## config.mk

```make
export PLATFORM = sky130hd
export DESIGN_NAME = integer_to_ascii_radix_top
export DESIGN_NICKNAME = d
export VERILOG_FILES = /design/src/rtl/itoa_pkg.sv /design/src/rtl/itoa_dpath.sv /design/src/rtl/itoa_ctrl.sv /design/src/rtl/integer_to_ascii_radix_top.sv
export SDC_FILE = /design/constraint.sdc
export NUM_CORES = 1
export LEC_CHECK = 0
export BUFFER_PORTS_ARGS = -buffer_cell sky130_fd_sc_hd__clkbuf_2
export CELL_PAD_IN_SITES_DETAIL_PLACEMENT = 0
export CELL_PAD_IN_SITES_GLOBAL_PLACEMENT = 1
export CORE_MARGIN = 2
export CORE_UTILIZATION = 40
export CTS_BUF_LIST = sky130_fd_sc_hd__clkbuf_4 sky130_fd_sc_hd__clkbuf_8
export DETAILED_ROUTE_END_ITERATION = 8
export GPL_TIMING_DRIVEN = 0
export PLACE_DENSITY = 0.71
export SYNTH_ARGS = -nofsm -noshare
export SYNTH_HDL_FRONTEND = slang
export SYNTH_HIERARCHICAL = 1
export SYNTH_SLANG_ARGS = --single-unit
export TNS_END_PERCENT = 50
```

## constraint.sdc

```tcl
create_clock -name clk -period 15.4 [get_ports clk]
set_input_delay 1.54 -clock clk [delete_from_list [all_inputs] [get_ports clk]]
set_output_delay 1.54 -clock clk [all_outputs]
set_load 0.01 [all_outputs]
```

## src/rtl/itoa_pkg.sv

```systemverilog
// shared constants, types and the digit glyph function for the radix converter
// no dependencies
`default_nettype none

package itoa_pkg;

	localparam int VALUE_WIDTH = 32;
	localparam int MAX_DIGITS  = 32;
	// dividend bits retired by the divider in each cycle
	localparam int STEP_BITS   = 8;
	localparam int RADIX_LIMIT = 16;

	localparam logic [7:0] MINUS_CHAR = 8'h2D;
	localparam logic [7:0] ZERO_CHAR  = 8'h30;
	localparam logic [7:0] LETTER_A   = 8'h41;

	// commands from controller to datapath
	typedef struct packed {
		logic load;
		logic div_step;
		logic push;
		logic emit_sign;
		logic emit_digit;
		logic emit_err;
	} cmd_t;

	// status from datapath to controller
	typedef struct packed {
		logic bad_base;
		logic quot_zero;
		logic almost_full;
		logic one_left;
		logic neg;
	} status_t;

	// ascii glyph for one digit value
	function automatic logic [7:0] digit_glyph(input logic [3:0] d);
		logic [7:0] g;
		if (d < 4'd10) begin
			g = ZERO_CHAR + {4'b0000, d};
		end else begin
			g = LETTER_A + {4'b0000, d} - 8'd10;
		end
		return g;
	endfunction

endpackage

`default_nettype wire

```

## src/rtl/itoa_dpath.sv

```systemverilog
// datapath: magnitude register, radix divider, digit stack and result registers
// depends on itoa_pkg
`default_nettype none

module itoa_dpath #(
	parameter int VALUE_WIDTH = itoa_pkg::VALUE_WIDTH,
	parameter int MAX_DIGITS  = itoa_pkg::MAX_DIGITS
) (
	input  wire logic                          clk,
	input  wire logic                          arst_n,
	input  wire logic signed [VALUE_WIDTH-1:0] value,
	input  wire logic        [4:0]             base,
	input  wire itoa_pkg::cmd_t                cmd,
	output itoa_pkg::status_t                  status,
	output logic             [7:0]             character,
	output logic                               last,
	output logic                               error
);

	localparam int DIV_CYCLES = (VALUE_WIDTH + itoa_pkg::STEP_BITS - 1) / itoa_pkg::STEP_BITS;
	localparam int PW         = DIV_CYCLES * itoa_pkg::STEP_BITS;
	localparam int SW         = MAX_DIGITS * 4;
	localparam int NW         = $clog2(MAX_DIGITS + 1);

	logic [VALUE_WIDTH-1:0] val_u;
	logic [VALUE_WIDTH-1:0] mag_in;
	logic [PW-1:0]          mag_q;
	logic [PW-1:0]          mag_next;
	logic [3:0]             rem_q;
	logic [3:0]             rem_next;
	logic [4:0]             base_q;
	logic                   neg_q;
	logic [SW-1:0]          stack_q;
	logic [NW-1:0]          ndig_q;

	// magnitude of the incoming value, full range including the most negative
	assign val_u  = value;
	assign mag_in = val_u[VALUE_WIDTH-1] ? ({VALUE_WIDTH{1'b0}} - val_u) : val_u;

	// restoring division, a byte of dividend per cycle while div_step is set
	always_comb begin
		logic [4:0]    r;
		logic [PW-1:0] m;
		r = {1'b0, rem_q};
		m = mag_q;
		for (int i = 0; i < itoa_pkg::STEP_BITS; i++) begin
			r = {r[3:0], m[PW-1]};
			m = {m[PW-2:0], 1'b0};
			if (r >= base_q) begin
				r    = r - base_q;
				m[0] = 1'b1;
			end
		end
		mag_next = m;
		rem_next = r[3:0];
	end

	// working registers
	always_ff @(posedge clk or negedge arst_n) begin
		if (!arst_n) begin
			ndig_q <= '0;
		end else if (cmd.load) begin
			ndig_q <= '0;
		end else if (cmd.push) begin
			ndig_q <= ndig_q + NW'(1);
		end else if (cmd.emit_digit) begin
			ndig_q <= ndig_q - NW'(1);
		end
	end

	always_ff @(posedge clk) begin
		if (cmd.load) begin
			mag_q  <= PW'(mag_in);
			rem_q  <= 4'd0;
			base_q <= base;
			neg_q  <= val_u[VALUE_WIDTH-1];
		end else if (cmd.div_step) begin
			mag_q <= mag_next;
			rem_q <= rem_next;
		end else if (cmd.push) begin
			rem_q <= 4'd0;
		end
	end

	// digit stack, least significant digit pushed first, popped last
	always_ff @(posedge clk) begin
		if (cmd.push) begin
			stack_q <= {stack_q[SW-5:0], rem_q};
		end else if (cmd.emit_digit) begin
			stack_q <= {4'b0000, stack_q[SW-1:4]};
		end
	end

	// result registers
	always_ff @(posedge clk) begin
		if (cmd.emit_err) begin
			character <= 8'd0;
			last      <= 1'b1;
			error     <= 1'b1;
		end else if (cmd.emit_sign) begin
			character <= itoa_pkg::MINUS_CHAR;
			last      <= 1'b0;
			error     <= 1'b0;
		end else if (cmd.emit_digit) begin
			character <= itoa_pkg::digit_glyph(stack_q[3:0]);
			last      <= (ndig_q == NW'(1));
			error     <= 1'b0;
		end
	end

	// status back to the controller
	assign status.bad_base    = (base < 5'd2) || (base > 5'(itoa_pkg::RADIX_LIMIT));
	assign status.quot_zero   = (mag_q == '0);
	assign status.almost_full = (ndig_q == NW'(MAX_DIGITS - 1));
	assign status.one_left    = (ndig_q == NW'(1));
	assign status.neg         = neg_q;

endmodule

`default_nettype wire

```

## src/rtl/itoa_ctrl.sv

```systemverilog
// controller: sequences division, digit pushes and character emission
// depends on itoa_pkg
`default_nettype none

module itoa_ctrl #(
	parameter int VALUE_WIDTH = itoa_pkg::VALUE_WIDTH
) (
	input  wire logic              clk,
	input  wire logic              arst_n,
	input  wire logic              start,
	output logic                   busy,
	output logic                   strobe,
	input  wire itoa_pkg::status_t status,
	output itoa_pkg::cmd_t         cmd
);

	localparam int DIV_CYCLES = (VALUE_WIDTH + itoa_pkg::STEP_BITS - 1) / itoa_pkg::STEP_BITS;
	localparam int CW         = (DIV_CYCLES > 1) ? $clog2(DIV_CYCLES) : 1;

	localparam logic [2:0] ST_IDLE = 3'd0;
	localparam logic [2:0] ST_DIV  = 3'd1;
	localparam logic [2:0] ST_PUSH = 3'd2;
	localparam logic [2:0] ST_SIGN = 3'd3;
	localparam logic [2:0] ST_EMIT = 3'd4;

	logic [2:0]    state_q;
	logic [2:0]    state_d;
	logic [CW-1:0] step_q;
	logic          strobe_q;

	// next state and commands
	always_comb begin
		state_d = state_q;
		cmd     = '0;
		case (state_q)
			ST_IDLE: begin
				if (start) begin
					if (status.bad_base) begin
						cmd.emit_err = 1'b1;
					end else begin
						cmd.load = 1'b1;
						state_d  = ST_DIV;
					end
				end
			end
			ST_DIV: begin
				cmd.div_step = 1'b1;
				if (step_q == CW'(DIV_CYCLES - 1)) begin
					state_d = ST_PUSH;
				end
			end
			ST_PUSH: begin
				cmd.push = 1'b1;
				if (status.quot_zero || status.almost_full) begin
					state_d = status.neg ? ST_SIGN : ST_EMIT;
				end else begin
					state_d = ST_DIV;
				end
			end
			ST_SIGN: begin
				cmd.emit_sign = 1'b1;
				state_d       = ST_EMIT;
			end
			ST_EMIT: begin
				cmd.emit_digit = 1'b1;
				if (status.one_left) begin
					state_d = ST_IDLE;
				end
			end
			default: begin
				state_d = ST_IDLE;
			end
		endcase
	end

	// state, division step count and result strobe
	always_ff @(posedge clk or negedge arst_n) begin
		if (!arst_n) begin
			state_q  <= ST_IDLE;
			step_q   <= '0;
			strobe_q <= 1'b0;
		end else begin
			state_q  <= state_d;
			strobe_q <= cmd.emit_err | cmd.emit_sign | cmd.emit_digit;
			if (cmd.div_step && (step_q != CW'(DIV_CYCLES - 1))) begin
				step_q <= step_q + CW'(1);
			end else begin
				step_q <= '0;
			end
		end
	end

	assign busy   = (state_q != ST_IDLE);
	assign strobe = strobe_q;

endmodule

`default_nettype wire

```

## src/rtl/integer_to_ascii_radix_top.sv

```systemverilog
// top level of the integer to ascii radix converter
// depends on itoa_pkg, itoa_ctrl and itoa_dpath
//
//   channel   handshake        payload
//   input     start / busy     value, base
//   result    strobe           character, last, error
//
// for each digit the controller runs the division steps and then a push, D being the digit
// count; the characters then follow back to back (sign if negative, plus D digits)
// the divider retires eight dividend bits per cycle of division, and each digit adds a push step
// a bad base gives its single error result in the cycle after start, busy stays low
// each result is shown for one cycle on strobe; the receiver cannot stall
// reset is asynchronous, active low, and returns the controller to idle
`default_nettype none

module integer_to_ascii_radix_top #(
	parameter int VALUE_WIDTH = itoa_pkg::VALUE_WIDTH,
	parameter int MAX_DIGITS  = itoa_pkg::MAX_DIGITS
) (
	input  wire logic                          clk,
	input  wire logic                          arst_n,
	input  wire logic                          start,
	output logic                               busy,
	input  wire logic signed [VALUE_WIDTH-1:0] value,
	input  wire logic        [4:0]             base,
	output logic                               strobe,
	output logic             [7:0]             character,
	output logic                               last,
	output logic                               error
);

	itoa_pkg::cmd_t    cmd;
	itoa_pkg::status_t status;

	// sequencing
	itoa_ctrl #(
		.VALUE_WIDTH(VALUE_WIDTH)
	) u_ctrl (
		.clk   (clk),
		.arst_n(arst_n),
		.start (start),
		.busy  (busy),
		.strobe(strobe),
		.status(status),
		.cmd   (cmd)
	);

	// arithmetic and storage
	itoa_dpath #(
		.VALUE_WIDTH(VALUE_WIDTH),
		.MAX_DIGITS (MAX_DIGITS)
	) u_dpath (
		.clk      (clk),
		.arst_n   (arst_n),
		.value    (value),
		.base     (base),
		.cmd      (cmd),
		.status   (status),
		.character(character),
		.last     (last),
		.error    (error)
	);

endmodule

`default_nettype wire

```

==> results.md, run 1 <==
* Setup slack after layout at 2.63 ns
* Total grt overflow at 0
* Static Leak at between 4 and 5 nW
* Critical path's largest stage delay at about 0.79 ns
* Max-cap violations at 0
* Antenna diodes at 0
* Average size of a mapped cell at between 10 and 15 um^2
* # IOs at 52
* Clk buf depth at 2
* Fraction of layout instances using a drive strength above 1 at 0.253
* Slew HR at 0.459
* Reg2reg end: u_dpath/rem_q[1]
* RSZ-0062 raised after global routing: no
* Post-synthesis sequential area ratio at 0.524
* CP delay by family, top: compound AO/OA/AOI/OAI gates
* Initial core utilization at 0.407
* Vias in the first global route at 6654
* Setup Fix Bufs, Post-CTS at 0
* HPWL after DPL at 15300 um
* Average vias per placed instance at 5.24
* Final hold viol count at 0
* TritonCTS clock tree: done
* Final setup vio count at 0
* Crit start category: flip-flop
* Cts repair resizes at 0
* CTS sink count at between 150 and 200
* Hold Path End: u_ctrl/step_q[0]
* Fillers at 2467
* Combinational share of power at 0.026
* Hold buffer count at cts at 0
* Crit Reg-Reg Startpoint: u_dpath/base_q[1]
* Power per Cell Area at about 80 nW/um^2
* Post-synthesis net count at roughly 960
* Root buffer cell: clkbuf_8
* Antenna-violating nets left at 0
* Hold WS at around 0.45 ns
* Worst vdd ir at approximately 67 uV
* Bufs and invs on worst path at 4
* Most common cell after layout, fill and taps aside: edfxtp_1
* EDFF count, synth at approximately 170
* FF-to-FF path depth at 47
* Total core area at 26000 um^2
* P_int at 0.000699 W
* Fin crit period at 12.77 ns
* Post-Syn Area at 10600 um^2
* Via count at 6701
* Largest net degree at the start of global routing at 75
* Highest clock rate at 78.3 MHz
* Area of the die at about 28000 um^2
* Worst hold path depth at 1
* Area delta synth->final at 11.0%
* Status: complete, no violations
* CP Data Arrival Time at 13.11 ns
* Prevailing post-synth register cell: edfxtp_1
* Psw at 0.000240 W
* Clk pwr share at 0.384
* Setup TNS at 0 ns
* Crit end category: flip-flop
* Worst Hold Launch: u_ctrl/step_q[0]
* #FFs+latches synth at 191
* Dpl ws at roughly 2.6 ns
* Std-Cell Rows at between 50 and 60
* Clk Latency, worst-skew pair at 0.48 ns
* Remaining DRCs at 0
* Worst hold-check path type: flip-flop to flip-flop
* Synth Instances at 861
* Reg clk slew, reported paths at 0.12 ns
* GRT Overall Usage at 0.156
* Worst-Margin Slew at between 0.8 and 0.9 ns
* Yosys Warn Count at 6
* DRT iter0 DRCs at 455
* CTS buffer count at 17
* Asr flop ratio synth at 0.0628
* Slew Viols, Final at 0
* Pwr Total at 0.000939 W
* Reg power frac at 0.590
* Die width at 167 um
* Drt first pass iters at 4
* Post-synth cell types at 65
* Drt total wl at 21000 um
* GPL Wtd Cong at 0.790
* H-tree depth at 4
* Crit path kind: flip-flop to flip-flop
* Fin crit share at 0.829
* Design area at approximately 12000 um^2
* IO Port Bufs at 50
* Switching Fraction at 0.255
* R2R setup slack at between 2 and 3 ns
* Final #Nets at a little over 1000
* First-pass GRT wire length at 34900 um
* Slowest cell on crit path: edfxtp_1
* Placed Area at 11300 um^2
* Fin Clk Skew at 0.0194 ns
* Die Y at 167 um
* Routed length per instance at roughly 16 um
* Antenna violations before repair at 0
* Worst path required time at between 15 and 20 ns
* CP max FO at 10
* CP most frequent cell: ha_1
* Commonest cells after routing, fill and taps aside: edfxtp_1, mux2_2, nor2_1, a21oi_1, clkbuf_2
==> metrics by stage <==
step | std cells | util
after floorplan | 861 | -
after detailed placement | 1247 | 0.434
after global routing | 1279 | 0.452
after global placement | 1246 | 0.433
after CTS | 1279 | 0.452
final | 1279 | 0.452
==> synthesized netlist by cell type (all sizes together) (5+ instances only) <==
library cell	count	area, um^2
a21oi	63	315
nand4	5	37.5
nand2b	8	57.6
nand3	9	50.1
nor2b	7	43.8
a31oi	7	43.8
buf	8	47.5
nand2	44	165
a21o	18	135
edfxtp	166	4980
xnor2	20	175
o21ai	25	125
fa	8	160
xor2	31	272
and2	6	37.5
mux2	132	1490
dfxtp	13	260
ha	46	576
dfrtp	12	300
clkbuf	26	97.6
nor2	68	260
o31ai	11	97.6
nor4	12	90.1
mux2i	14	140
o41ai	5	58.8
nor3b	5	37.5
inv	45	169
a211oi	5	37.5
or3	5	36.3
nor3	7	35.0
==> worst max-delay path by stage <==
stage | start | endpoint | slack, ns | cells past startpoint
finish | u_dpath/base_q[1] | u_dpath/rem_q[1] | 2.63 | 47
global route | u_dpath/base_q[1] | u_dpath/rem_q[0] | 1.35 | 48
CTS | u_dpath/base_q[1] | u_dpath/rem_q[1] | 2.50 | 47
detailed placement | u_dpath/base_q[1] | u_dpath/rem_q[1] | 2.56 | 47
global placement | u_dpath/base_q[1] | u_dpath/rem_q[1] | 2.59 | 49
floorplan | u_dpath/base_q[1] | u_dpath/rem_q[1] | 5.22 | 47
==> cell families after synthesis <==
logic type / synth area share
AND/OR/NAND/NOR: 0.0910
flip-flops: 0.524
multiplexers: 0.154
buffers and inverters: 0.0297
AO/OA/AOI/OAI: 0.0889
XOR/XNOR: 0.0422
adder cells (fa/ha/maj): 0.0696
other: 0.000355
==> sequential cells by signal (all words and copies together), names as in the netlist <==
signal,count
u_dpath/stack_q,128
u_dpath/mag_q,32
u_dpath/character,7
u_dpath/ndig_q,6
u_dpath/base_q,5
u_dpath/rem_q,4
u_ctrl/state_q,3
u_ctrl/step_q,2
u_ctrl/strobe,1
u_dpath/error,1
u_dpath/last,1
u_dpath/neg_q,1
==> worst register-to-register path, delay by kind of cell, from the launching register on <==
kind | cells | cell delay [ns]
compound gates | 25 | 5.77
mux | 5 | 1.73
fa+ha+maj | 8 | 2.77
buf+inv | 4 | 0.93
simple gates | 5 | 0.65
flops | 1 | 0.79
==> layout make-up <==
type / instances / area [um^2] / share of cell area
tap: 335 / 419 / 0.0357
multi-input combinational: 591 / 4720 / 0.402
clock inverter: 15 / 220 / 0.0188
inverter: 45 / 169 / 0.0144
timing repair buffer: 51 / 278 / 0.0237
sequential: 191 / 5550 / 0.473
buffer: 34 / 145 / 0.0124
clock buffer: 17 / 234 / 0.0199
==> power by group through the flow <==
stage / logic, W / clock network, W / registers [W]
finish: 0.0000247 / 0.000361 / 0.000554
global route: 0.0000274 / 0.000393 / 0.000554
CTS: 0.0000250 / 0.000375 / 0.000554
floorplan: 0.0000113 / 0 / 0.000566
global placement: 0.0000248 / 0 / 0.000566
detailed placement: 0.0000249 / 0 / 0.000566
==> routing by layer <==
layer | track usage | vias to the layer above | routed length (um)
li1 | - | 3322 | -
met1 | 0.219 | 3278 | 10300
met2 | 0.249 | 80 | 9880
met3 | 0.0242 | 21 | 532
met4 | 0.0469 | 0 | 321
met5 | 0 | - | 0
(Power assumes the default switching activity.)
==> run 2: changes to the inputs <==
--- a/config.mk
+++ b/config.mk
@@ -5,6 +5,7 @@
 export SDC_FILE = /design/constraint.sdc
 export NUM_CORES = 1
 export LEC_CHECK = 0
+export ABC_AREA = 1
 export BUFFER_PORTS_ARGS = -buffer_cell sky130_fd_sc_hd__clkbuf_2
 export CELL_PAD_IN_SITES_DETAIL_PLACEMENT = 0
 export CELL_PAD_IN_SITES_GLOBAL_PLACEMENT = 1
@@ -13,7 +14,7 @@
 export CTS_BUF_LIST = sky130_fd_sc_hd__clkbuf_4 sky130_fd_sc_hd__clkbuf_8
 export DETAILED_ROUTE_END_ITERATION = 8
 export GPL_TIMING_DRIVEN = 0
-export PLACE_DENSITY = 0.71
+export PLACE_DENSITY = 0.74
 export SYNTH_ARGS = -nofsm -noshare
 export SYNTH_HDL_FRONTEND = slang
 export SYNTH_HIERARCHICAL = 1
==> constraint.sdc (replaced) <==
create_clock -name clk -period 12.8 [get_ports clk]
set_input_delay 1.28 -clock clk [delete_from_list [all_inputs] [get_ports clk]]
set_output_delay 1.28 -clock clk [all_outputs]
set_load 0.01 [all_outputs]
==> results.md, run 2 <==
* GRT Overall Usage at 0.187
* #FFs+latches synth at approximately 190
* Post-synth cell types at 49
* Routed length per instance at 15.5 um
* Antenna-violating nets left at 0
* Most frequent cell after synthesis: nand2_1
* Post-synthesis sequential area ratio at 0.509
* Slew HR at 0.142
* Bufs and invs on worst path at 9
* Fin Clk Skew at between 0.02 and 0.03 ns
* Crit start category: flip-flop
* # IOs at 52
* CP Data Arrival Time at around 12 ns
* Std-Cell Rows at 60
* Registers with the most flip-flops: u_dpath/stack_q x128, u_dpath/mag_q x32, u_dpath/character x7
* Worst Hold Launch: u_ctrl/step_q[0]
* Worst path required time at around 13 ns
* HPWL after DPL at 19000 um
* Slowest cell on crit path: edfxtp_1
* Drt first pass iters at 4
* Total grt overflow at 0
* R2R setup slack at 1.14 ns
* Synth area leader: edfxtp_1
* IO Port Bufs at 50
* Clk buf depth at 2
* Setup Fix Bufs, Post-CTS at 0
* Area of the die at ~29000 um^2
* TritonCTS clock tree: done
* Critical path's largest stage delay at between 0.7 and 0.8 ns
* Final #Nets at 1406
* Synth Instances at about 1200
* Fin crit share at 0.911
* Reg clk slew, reported paths at 0.10 ns
* Crit Reg-Reg Startpoint: u_dpath/base_q[1]
* Post-Syn Area at about 11000 um^2
* Total core area at around 27000 um^2
* Max reg flops at 128
* Area delta synth->final at 10.5%
* Final hold viol count at 0
* Post-synthesis net count at 1336
* Fin crit period at 11.66 ns
* Via count at approximately 8500
* DRT iter0 DRCs at 541
* Most common cell after layout, fill and taps aside: nand2_1
* Share of the synthesized area in the top cell type at 0.457
* Fraction of layout instances using a drive strength above 1 at 0.0996
* Commonest cells after routing, fill and taps aside: nand2_1, inv_1, edfxtp_1, o21ai_0, nor2_1
* CTS sink count at 191
* Remaining DRCs at 0
* Fillers at roughly 2700
* Slew Viols, Final at 0
* Crit path kind: flip-flop to flip-flop
* Hold buffer count at cts at 0
* Highest clock rate at 85.7 MHz
* Clk Latency, worst-skew pair at about 0.48 ns
* Worst-Margin Slew at around 1.3 ns
* Max-cap violations at 0
* Largest net degree at the start of global routing at 94
* Cts repair resizes at 0
* RSZ-0062 raised after global routing: no
* CP startpoint: u_dpath/base_q[1]
* Average size of a mapped cell at around 8.8 um^2
* Antenna diodes at 0
* Die width at ~170 um
* Top cells by count, synth: nand2_1, inv_1, edfxtp_1
* Crit end category: flip-flop
* Antenna violations before repair at 0
* Worst hold-check path type: flip-flop to flip-flop
* Ranking of synthesized cells by area: edfxtp_1, nand2_1, o21ai_0
* H-tree depth at 4
* Vias in the first global route at 8455
* Status: complete, no violations
* Setup TNS at 0 ns
* EDFF count, synth at 166
* Final setup vio count at 0
* CP max FO at 9
* Drt total wl at about 26000 um
* Top reg by flops: u_dpath/stack_q
* GPL Wtd Cong at 0.830
* CTS buffer count at 17
* Die Y at 169 um
* CP most frequent cell: nand2_1
* Asr flop ratio synth at 0.0628
* Yosys Warn Count at 6
* Prevailing post-synth register cell: edfxtp_1
* First-pass GRT wire length at 42500 um
* Root buffer cell: clkbuf_8
* Initial core utilization at 0.405
* CP delay by family, top: simple AND/OR/NAND/NOR gates
* Average vias per placed instance at about 5.1
==> run 2: cell count changes after synthesis, sizes merged, moves of 12 or more <==
cell and delta:
nand2 +275, o21ai +145, mux2 -132, inv +129, nand3 +55, a21oi -30
nand4 +19, mux2i -14, a21o -13, buf +12
==> run 2: final timing paths <==
| check | endpoint | depth (start not counted) |
|---|---|---|
| setup reg to reg | u_dpath/rem_q[1] | 63 |
| hold / removal | u_ctrl/step_q[0] | 1 |
| max in group asynchronous | u_ctrl/state_q[2] | 1 |
| hold reg to reg | u_ctrl/step_q[0] | 1 |
| min in group asynchronous | u_ctrl/strobe | 1 |
| setup / recovery | u_dpath/rem_q[1] | 63 |
==> run 2: per-stage QoR <==
stage	instance area (um^2)	worst slack, ns	util	hold WS (ns)	instances
finish	12000	1.14	0.448	0.443	1666
global route	12000	0.100	0.448	0.460	1666
CTS	12000	1.08	0.448	0.446	1666
detailed placement	11600	1.13	0.432	0.425	1634
global placement	11600	1.24	0.431	0.422	1633
floorplan	10900	3.27	-	0.410	1242
==> run 2: logic make-up after synthesis <==
group	after synthesis	synth area share
and+or+nand+nor	518	0.207
AOI/OAI and AO/OA	227	0.111
buffers and inverters	217	0.0781
DFF	191	0.509
adders and majority gates	54	0.0675
xor gates and xnor gates	34	0.0273
other	1	0.000344
==> run 2: layout make-up <==
type,count,area (um^2),share of cell area
plain buffers,43,198,0.0164
inverters,174,658,0.0547
clock inverters,14,191,0.0159
flip-flops and latches,191,5550,0.461
clock buffers,18,241,0.0201
well taps,341,427,0.0354
multi-input cells,834,4500,0.374
repair buffers,51,278,0.0231
==> run 2: routing by layer <==
metal,part of all wire,vias up,global-route usage
li1,-,4293,-
met5,0,-,0
met3,0.034,24,0.0297
met2,0.47,142,0.320
met4,0.012,0,0.0427
met1,0.48,4064,0.249
Power of run 2 is not shown: default switching activity piles up to over one toggle a cycle in this logic, so the estimate is an artifact.
